File: src/rtl/core/sgf_pkg.sv
package sgf_pkg;

  // Sizes fixed by the item formats.
  localparam int MAX_SPAN_DEF    = 16;
  localparam int SAMPLE_BITS     = 24;
  localparam int COEFF_BITS      = 24;
  localparam int COEFF_FRAC_BITS = 20;
  localparam int TAP_W           = 6;
  localparam int CFG_IDX_W       = 2;
  localparam int CFG_DATA_W      = 5;

  // Item commands.
  localparam logic CMD_LOAD   = 1'b0;
  localparam logic CMD_SAMPLE = 1'b1;

  // Configuration register indexes.
  localparam logic [CFG_IDX_W-1:0] REG_LEFT_SPAN  = 2'd0;
  localparam logic [CFG_IDX_W-1:0] REG_RIGHT_SPAN = 2'd1;

  typedef logic signed [SAMPLE_BITS-1:0] sample_t;
  typedef logic signed [COEFF_BITS-1:0]  coeff_t;

  typedef struct packed {
    logic              command;
    logic [TAP_W-1:0]  tap_index;
    coeff_t            coeff_value;
    sample_t           sample;
    logic              last_sample;
  } in_item_t;

  typedef struct packed {
    sample_t smoothed;
    logic    last_result;
    logic    saturated;
  } out_item_t;

  // Controls broadcast to every cell of the window chain.
  typedef struct packed {
    logic push;
    logic fill;
    logic snap;
    logic shift;
  } cell_ctl_t;

endpackage

File: src/rtl/core/sgf_cell.sv
module sgf_cell (
  input  logic               clk,
  input  logic               rst,
  input  sgf_pkg::cell_ctl_t ctl,
  input  logic               coef_we,
  input  sgf_pkg::coeff_t    coef_data,
  input  sgf_pkg::sample_t   fill_x,
  input  sgf_pkg::sample_t   win_prev,
  input  sgf_pkg::sample_t   ws_prev,
  input  sgf_pkg::coeff_t    cw_next,
  output sgf_pkg::sample_t   win,
  output sgf_pkg::sample_t   ws,
  output sgf_pkg::coeff_t    cw
);
  import sgf_pkg::*;

  coeff_t coef;

  // Coefficient slot of this cell; cleared at reset.
  always_ff @(posedge clk) begin
    if (rst) begin
      coef <= '0;
    end else if (coef_we) begin
      coef <= coef_data;
    end
  end

  // Window sample: shifts in from the younger neighbor, or takes the
  // first sample of a record in every cell at once.
  always_ff @(posedge clk) begin
    if (ctl.push) begin
      win <= ctl.fill ? fill_x : win_prev;
    end
  end

  // Working copies: samples move toward the older end and coefficients
  // toward the head, so the head multiplier sees matching pairs.
  always_ff @(posedge clk) begin
    if (ctl.snap) begin
      ws <= win;
      cw <= coef;
    end else if (ctl.shift) begin
      ws <= ws_prev;
      cw <= cw_next;
    end
  end

endmodule

File: config.mk
export PLATFORM = sky130hd
export DESIGN_NAME = sgf_cell
export DESIGN_NICKNAME = d
export VERILOG_FILES = /design/src/rtl/core/sgf_pkg.sv /design/src/rtl/core/sgf_cell.sv
export SDC_FILE = /design/constraint.sdc
export NUM_CORES = 1
export LEC_CHECK = 0
export BUFFER_PORTS_ARGS = -buffer_cell sky130_fd_sc_hd__buf_2
export CAP_MARGIN = 20
export CORE_MARGIN = 2
export CORE_UTILIZATION = 30
export CTS_CLUSTER_SIZE = 20
export DETAILED_ROUTE_END_ITERATION = 12
export PLACE_DENSITY = 0.54
export SLEW_MARGIN = 15
export SYNTH_ARGS = -nofsm -noshare
export SYNTH_HDL_FRONTEND = slang
export SYNTH_SLANG_ARGS = --single-unit
File: constraint.sdc
create_clock -name clk -period 4.5 [get_ports clk]
set_input_delay 0.675 -clock clk [delete_from_list [all_inputs] [get_ports clk]]
set_output_delay 0.675 -clock clk [all_outputs]
set_load 0.02 [all_outputs]
### Word level (Yosys, flattened, before mapping)

Index checks and enable logic that the tools add are counted.

* register bits after elaboration: 96
* logic and storage cells: 10

* muxes and demuxes: 5
* reduce and logical (&&, ||, !) cells: 1

Operator list (number)
* $mux 24: 5
* $reduce_bool 2->1: 1

### Logic depth before layout (Yosys ltp)

Gate-level depths: netlist of the first run.

* word-level depth: 2
* depth in mapped cells: 4
* mapped depth without buffers: 2

### Worst setup path after synthesis of the first run

Ideal clock, no wire load.

* path kind: input port to flip-flop
* start point: input ctl[1] (netlist bit)
* end point: register cw[0] (enable)
* library setup time: 0.408 ns
* arrival time: 2.069 ns
* required time: 4.092 ns
* setup slack: 2.023 ns
* stages on the path: 3
* cell sequence: buf_6 -> buf_6 -> or2_1

* cells in the longest elaborated chain, start to end: 1

Ends and longest elaborated chain
* start: declaration: RTL line sgf_cell.sv:4 `input sgf_pkg::cell_ctl_t ctl,`
* $reduce_bool 2->1 (no line)
* end signal: assignment: RTL line sgf_cell.sv:41 `cw <= coef;`
* end signal: assignment: RTL line sgf_cell.sv:44 `cw <= cw_next;`
* end: declaration: RTL line sgf_cell.sv:13 `output sgf_pkg::coeff_t cw`

Every way passes these cells.
A chain may end at the register's enable or synchronous reset.

### Worst setup path after layout of the first run

* start point: input ctl[1] (netlist bit)
* end point: register ws[19] (enable)

* cells in the longest elaborated chain, start to end: 1

Ends and longest elaborated chain
* $reduce_bool 2->1 (no line)
* end signal: assignment: RTL line sgf_cell.sv:40 `ws <= win;`
* end signal: assignment: RTL line sgf_cell.sv:43 `ws <= ws_prev;`
* end: declaration: RTL line sgf_cell.sv:12 `output sgf_pkg::sample_t ws,`

Every way passes these cells.

==> summary.txt, run 1 <==
Die ar. - 0.0140 sq mm
CP startpoint kind - primary input
Reg2Reg Setup Slack - 3.58 ns
reg-to-reg critical path endpoint - ws[4]
RSZ-0062 raised after global routing - no
worst path required time - 4.49 ns
async set-or-reset flop fraction in the synthesized netlist - 0
input/output buffers - 198
worst setup margin - 2.74 ns
Setup Viol. Count Final - 0
TritonCTS clock tree - yes
Final Skew - 0.00323 ns
initial antenna violation count - 0
Post-synth top flop - edfxtp_1
Mapped Area - 0.00393 sq mm
n_diodes - 0
post-synthesis sequential area ratio - 0.673
final RePlAce weighted congestion - 0.674
Max stage delay on crit path - 0.48 ns
Worst EP arrival - 1.75 ns
Int Power - 1.66 mW
CP top delay family - buffers and inverters
residual DRC count - 0
R2R Path Start - win[4]
Cell Rows - 41
final core utilization - 0.422
Worst Setup SP - ctl[1]
worst hold path type - flop to flop
Hold Slack - 0.488 ns
Synth Area per Inst - 17.1 sq um
unique cell type count in the Yosys netlist - 11
post-CTS sizing - 0
peak supply drop - 0.167 mV
Reg2Reg Depth - 1
combinational fraction of design power - 0.148
buffer depth of the longest clock path - 2
worst hold path depth - 2
count leader, synth - edfxtp_1
first-pass GRT wire length - 14000 um
Slew headroom - 0.501
Post-synth EDFFs - 72
synth warn - 0
detailed placer's ending HPWL - 6550 um
worst slack at placement - 2.33 ns
vias in the first global route - 2692
Seq pwr share - 0.490
DR pass1 iterations - 4
Clk pwr share - 0.362
Vert. Die Dim - 118 um
Critical Path Fanout Max - 29
postcts setup bufs - 0
post-synth top area share - 0.551
via count - 2591
Yosys reg bits - 96
Post-synth top cells - edfxtp_1 (72), mux2_2 (63), dfxtp_1 (24), mux2i_1 (24), nor2_1 (24)
Initial Util - 0.309
total CTS buffers - 9
total placed cells including tap cells - 589
f_max - 569 MHz
post-DR wirelength/cell - 15.1 um
proportion of layout cells with a drive suffix above 1 - 0.667
Pins Over Slew Limit - 0
Routed Antenna Nets - 0
Setup TNS Final - 0 ns
Area growth syn-to-layout - 36.7%
post-synthesis cell count - 230
Iteration-0 DRC Markers - 108
Cell Count, Final, Fillers Out - 605
CTS clk-pin slew, worst paths - 0.06 ns
largest net degree at the start of global routing - 49
worst-path cell chain - buf_2 -> or2_2 -> buf_4
Worst Path Buf+Inv - 2
maxcap violations - 0
ranking of synthesized cells by area - edfxtp_1 (55%), mux2_2 (18%), dfxtp_1 (12%)
Crit Path Class - primary input to flop
crit share post-route - 0.391
Nets - 555
Sw Share - 0.239
Yosys top cell by area - edfxtp_1
Tot Pwr - 2.18 mW
Die X-Extent - 118 um
GRT overflow - 0
global-route usage over all layers - 0.133
CTS H-Tree Depth - 3
HP Start - coef[5]
Post-Route WL - 9160 um
clock root buffer - clkbuf_16
core area - 0.0127 sq mm
outcome - complete, no violations
Fin. Hold Viols - 0
Synth Net Count - 357
Clock Latency Late Sink - 0.34 ns
Leakage - 2.42 nW
WP depth - 3
Num Clock Sinks - 96
I/O pin cnt - 199
Cell Pwr Density - 406 mW/mm^2
vias per cell - 4.28
Setup crit end kind - flop
highest-delay cell along the critical path - buf_4
Post-CTS Hold Fix Bufs - 0
worst min-delay path endpoint - coef[5]
final instance area - 0.00537 sq mm
Worst-Margin Slew - 0.749 ns
placed cell areas - 0.00504 sq mm
Final min period - 1.76 ns
NetSw - 0.520 mW
layer usage:
metal | part of all wire | global-route usage
met5 | 0 | 0
met4 | 0.018 | 0.0603
met3 | 0.087 | 0.0521
met2 | 0.47 | 0.211
met1 | 0.43 | 0.159
cells in the final DEF (no fill, tap or decap):
cell,instances
mux2_4,9
dfxtp_1,24
or2_2,1
mux2_2,63
nor2_1,24
edfxtp_1,72
mux2i_1,24
clkinv_4,1
buf_2,198
clkinv_2,2
clkbuf_16,11
clkbuf_8,2
buf_4,2
worst max-delay path by stage:
stage,to
after floorplan,cw[0]
after global placement,cw[13]
after detailed placement,cw[5]
after CTS,ws[14]
after global routing,cw[22]
final,ws[19]
registers in the layout, summed over array words and instances, names as in the netlist:
name,count
win,24
coef,24
cw,24
ws,24
power by group through the flow:
stage	clock (mW)	sequential, mW	combinational [mW]
CTS	0.815	1.07	0.331
detailed placement	0	1.09	0.330
finish	0.788	1.07	0.324
floorplan	0	1.17	0.108
global placement	0	1.09	0.327
global route	0.847	1.08	0.349
logic make-up (layout without fill, tap and decap cells):
logic type | after synthesis | in the layout | share of synthesized area
buf+inv | 13 | 216 | 0.0261
mux | 96 | 96 | 0.276
flops | 96 | 96 | 0.673
simple gates | 25 | 25 | 0.0245
worst min-delay path, cell delays in order (launching register included):
cell     delay, ns
dfxtp_1       0.32
mux2i_1       0.06
nor2_1        0.07
final cells by class:
class | count | area [sq um]
repair buffers | 200 | 1010
multi-input cells | 121 | 1180
fillers | 1251 | 7360
flip-flops and latches | 96 | 2640
clock inverters | 3 | 18.8
clock buffers | 13 | 303
well taps | 172 | 215
No activity file was read; power rests on OpenSTA's default activity.
==> run 2, diff against run 1 <==
==> constraint.sdc (replaced) <==
create_clock -name clk -period 1.7 [get_ports clk]
set_input_delay 0.255 -clock clk [delete_from_list [all_inputs] [get_ports clk]]
set_output_delay 0.255 -clock clk [all_outputs]
set_load 0.02 [all_outputs]
==> run 2 against run 1 <==
First-iteration DRC count increased by 26%. Sequential cell count did not move. Setup slack worse by 2.3 ns. Sequential share of layout area shrank 0.26 points. Sequential power rose to 2.6 times the previous value. Via count increased by 0.42%. Utilization is 0.23 points higher. Worst hold slack worse by 0.34 ns. Routed wire length is 1.4% higher. Global-route usage about the same. Combinational power grew to 2.7 times the previous value. Die area unchanged. Highest routed layer is now met5.
==> summary.txt, run 2 (synthesis results as in run 1) <==
DR pass1 iterations - 6 (+2)
crit share post-route - 0.713
initial antenna violation count - 2 (+2)
Reg2Reg Setup Slack - 0.75 ns (-2.83 ns)
Pins Over Slew Limit - 0 (unchanged)
Cell Rows - 41 (unchanged)
Iteration-0 DRC Markers - 136 (+26%)
vias in the first global route - 2731 (+1.4%)
largest net degree at the start of global routing - 28 (-43%)
global-route usage over all layers - 0.133 (+0.000178)
input/output buffers - 198 (unchanged)
worst hold path type - primary input to flop
CP startpoint kind - flop
Initial Util - 0.309 (unchanged)
Area growth syn-to-layout - 37.4%
final core utilization - 0.424 (+0.00226)
maxcap violations - 0 (unchanged)
worst slack at placement - 0.310 ns (-2.02 ns)
Die ar. - 0.0140 sq mm (unchanged)
Routed Antenna Nets - 0 (unchanged)
Final min period - 1.21 ns
Hold Slack - 0.147 ns (-0.341 ns)
Die X-Extent - 118 um (unchanged)
Worst Path Buf+Inv - 1 (-1)
Setup TNS Final - 0 ns (unchanged)
Clock Latency Late Sink - 0.34 ns (about the same)
NetSw - 1.34 mW (+160%)
Int Power - 4.20 mW (+150%)
Clk pwr share - 0.330 (-0.032)
commonest non-fill, non-tap cell in the layout - buf_2
CTS H-Tree Depth - 3 (unchanged)
outcome - complete, no violations
GRT overflow - 0 (unchanged)
detailed placer's ending HPWL - 7090 um (+8.3%)
post-DR wirelength/cell - 15.2 um (+0.57%)
Post-CTS Hold Fix Bufs - 0 (unchanged)
Setup crit end kind - output port
worst-path cell chain - buf_2
Seq pwr share - 0.511 (+0.021)
residual DRC count - 0 (unchanged)
vias per cell - 4.27 (-0.40%)
postcts setup bufs - 0 (unchanged)
CTS clk-pin slew, worst paths - 0.06 ns (about the same)
Leakage - 2.42 nW (+0.34%)
Setup Viol. Count Final - 0 (unchanged)
clock root buffer - clkbuf_16
post-CTS sizing - 0 (unchanged)
final RePlAce weighted congestion - 0.743 (+10%)
Worst-Margin Slew - 0.575 ns (-0.174 ns)
highest-delay cell along the critical path - edfxtp_1
Critical Path Fanout Max - 2 (-93%)
core area - 0.0127 sq mm (unchanged)
Sw Share - 0.242 (+0.00353)
buffer depth of the longest clock path - 2 (unchanged)
Nets - 560 (+0.90%)
worst path required time - 1.44 ns (-3.05 ns)
Max stage delay on crit path - 0.43 ns (-0.05 ns)
worst setup margin - 0.489 ns (-2.25 ns)
peak supply drop - 0.403 mV (+140%)
final instance area - 0.00540 sq mm (+0.54%)
TritonCTS clock tree - yes
most frequent cells in the layout - buf_2 (198), edfxtp_1 (72), mux2_2 (63)
Fin. Hold Viols - 0 (unchanged)
Cell Pwr Density - 1030 mW/mm^2 (+150%)
combinational fraction of design power - 0.159 (+0.011)
first-pass GRT wire length - 14100 um (+0.84%)
Num Clock Sinks - 96 (unchanged)
placed cell areas - 0.00513 sq mm (+1.7%)
via count - 2602 (+0.42%)
total CTS buffers - 9 (unchanged)
Final Skew - 0.00669 ns (+0.00346 ns)
I/O pin cnt - 199 (unchanged)
f_max - 826 MHz
proportion of layout cells with a drive suffix above 1 - 0.660 (-0.00762)
Crit Path Class - flop to output port
Post-Route WL - 9290 um (+1.4%)
RSZ-0062 raised after global routing - no
Worst EP arrival - 0.96 ns (-0.79 ns)
Vert. Die Dim - 118 um (unchanged)
n_diodes - 0 (unchanged)
Slew headroom - 0.617 (+0.116)
CP top delay family - flip-flops
-- run 2: cell types whose count changed in the layout (fill, tap and decap cells not counted) --
cell | before | now
buf_12 | 0 | 4
clkinv_4 | 1 | 0
clkbuf_16 | 11 | 9
buf_4 | 2 | 3
clkbuf_1 | 0 | 5
clkinv_2 | 2 | 1
clkbuf_8 | 2 | 1
-- run 2: layer usage --
| layer | vias up | GRT usage | share of wire |
|---|---|---|---|
| met5 | - | 0 | 0.0014 |
| met4 | 2 | 0.0655 | 0.022 |
| met3 | 17 | 0.0642 | 0.12 |
| met2 | 147 | 0.205 | 0.44 |
| met1 | 1173 | 0.154 | 0.42 |
| li1 | 1263 | - | - |
-- run 2: cell type report --
type	instances	area, sq um
fillers	1223	7330
flip-flops and latches	96	2640
repair buffers	205	1090
clock buffers	15	258
multi-input cells	121	1180
well taps	172	215
clock inverters	1	5.00
-- run 2: metrics by stage --
stage | std cells | power (mW)
6_report | 610 | 5.54
3_5_place_dp | 594 | 3.78
2_1_floorplan | 230 | 3.38
5_1_grt | 610 | 5.77
4_1_cts | 610 | 5.62
3_3_place_gp | 594 | 3.77
-- run 2: power groups by stage --
stage | combinational, mW | clock, mW | sequential (mW)
after floorplan | 0.287 | 0 | 3.10
after global placement | 0.886 | 0 | 2.88
after detailed placement | 0.893 | 0 | 2.88
after CTS | 0.896 | 1.89 | 2.84
after global routing | 0.947 | 1.98 | 2.85
final | 0.881 | 1.83 | 2.83
-- run 2: final timing paths --
path | start | to | cells after the start
min | coef_data[0] | coef[0] | 3
max | win[18] | win[18] | 1
min reg2reg | coef[5] | coef[5] | 2
max reg2reg | win[18] | ws[18] | 1
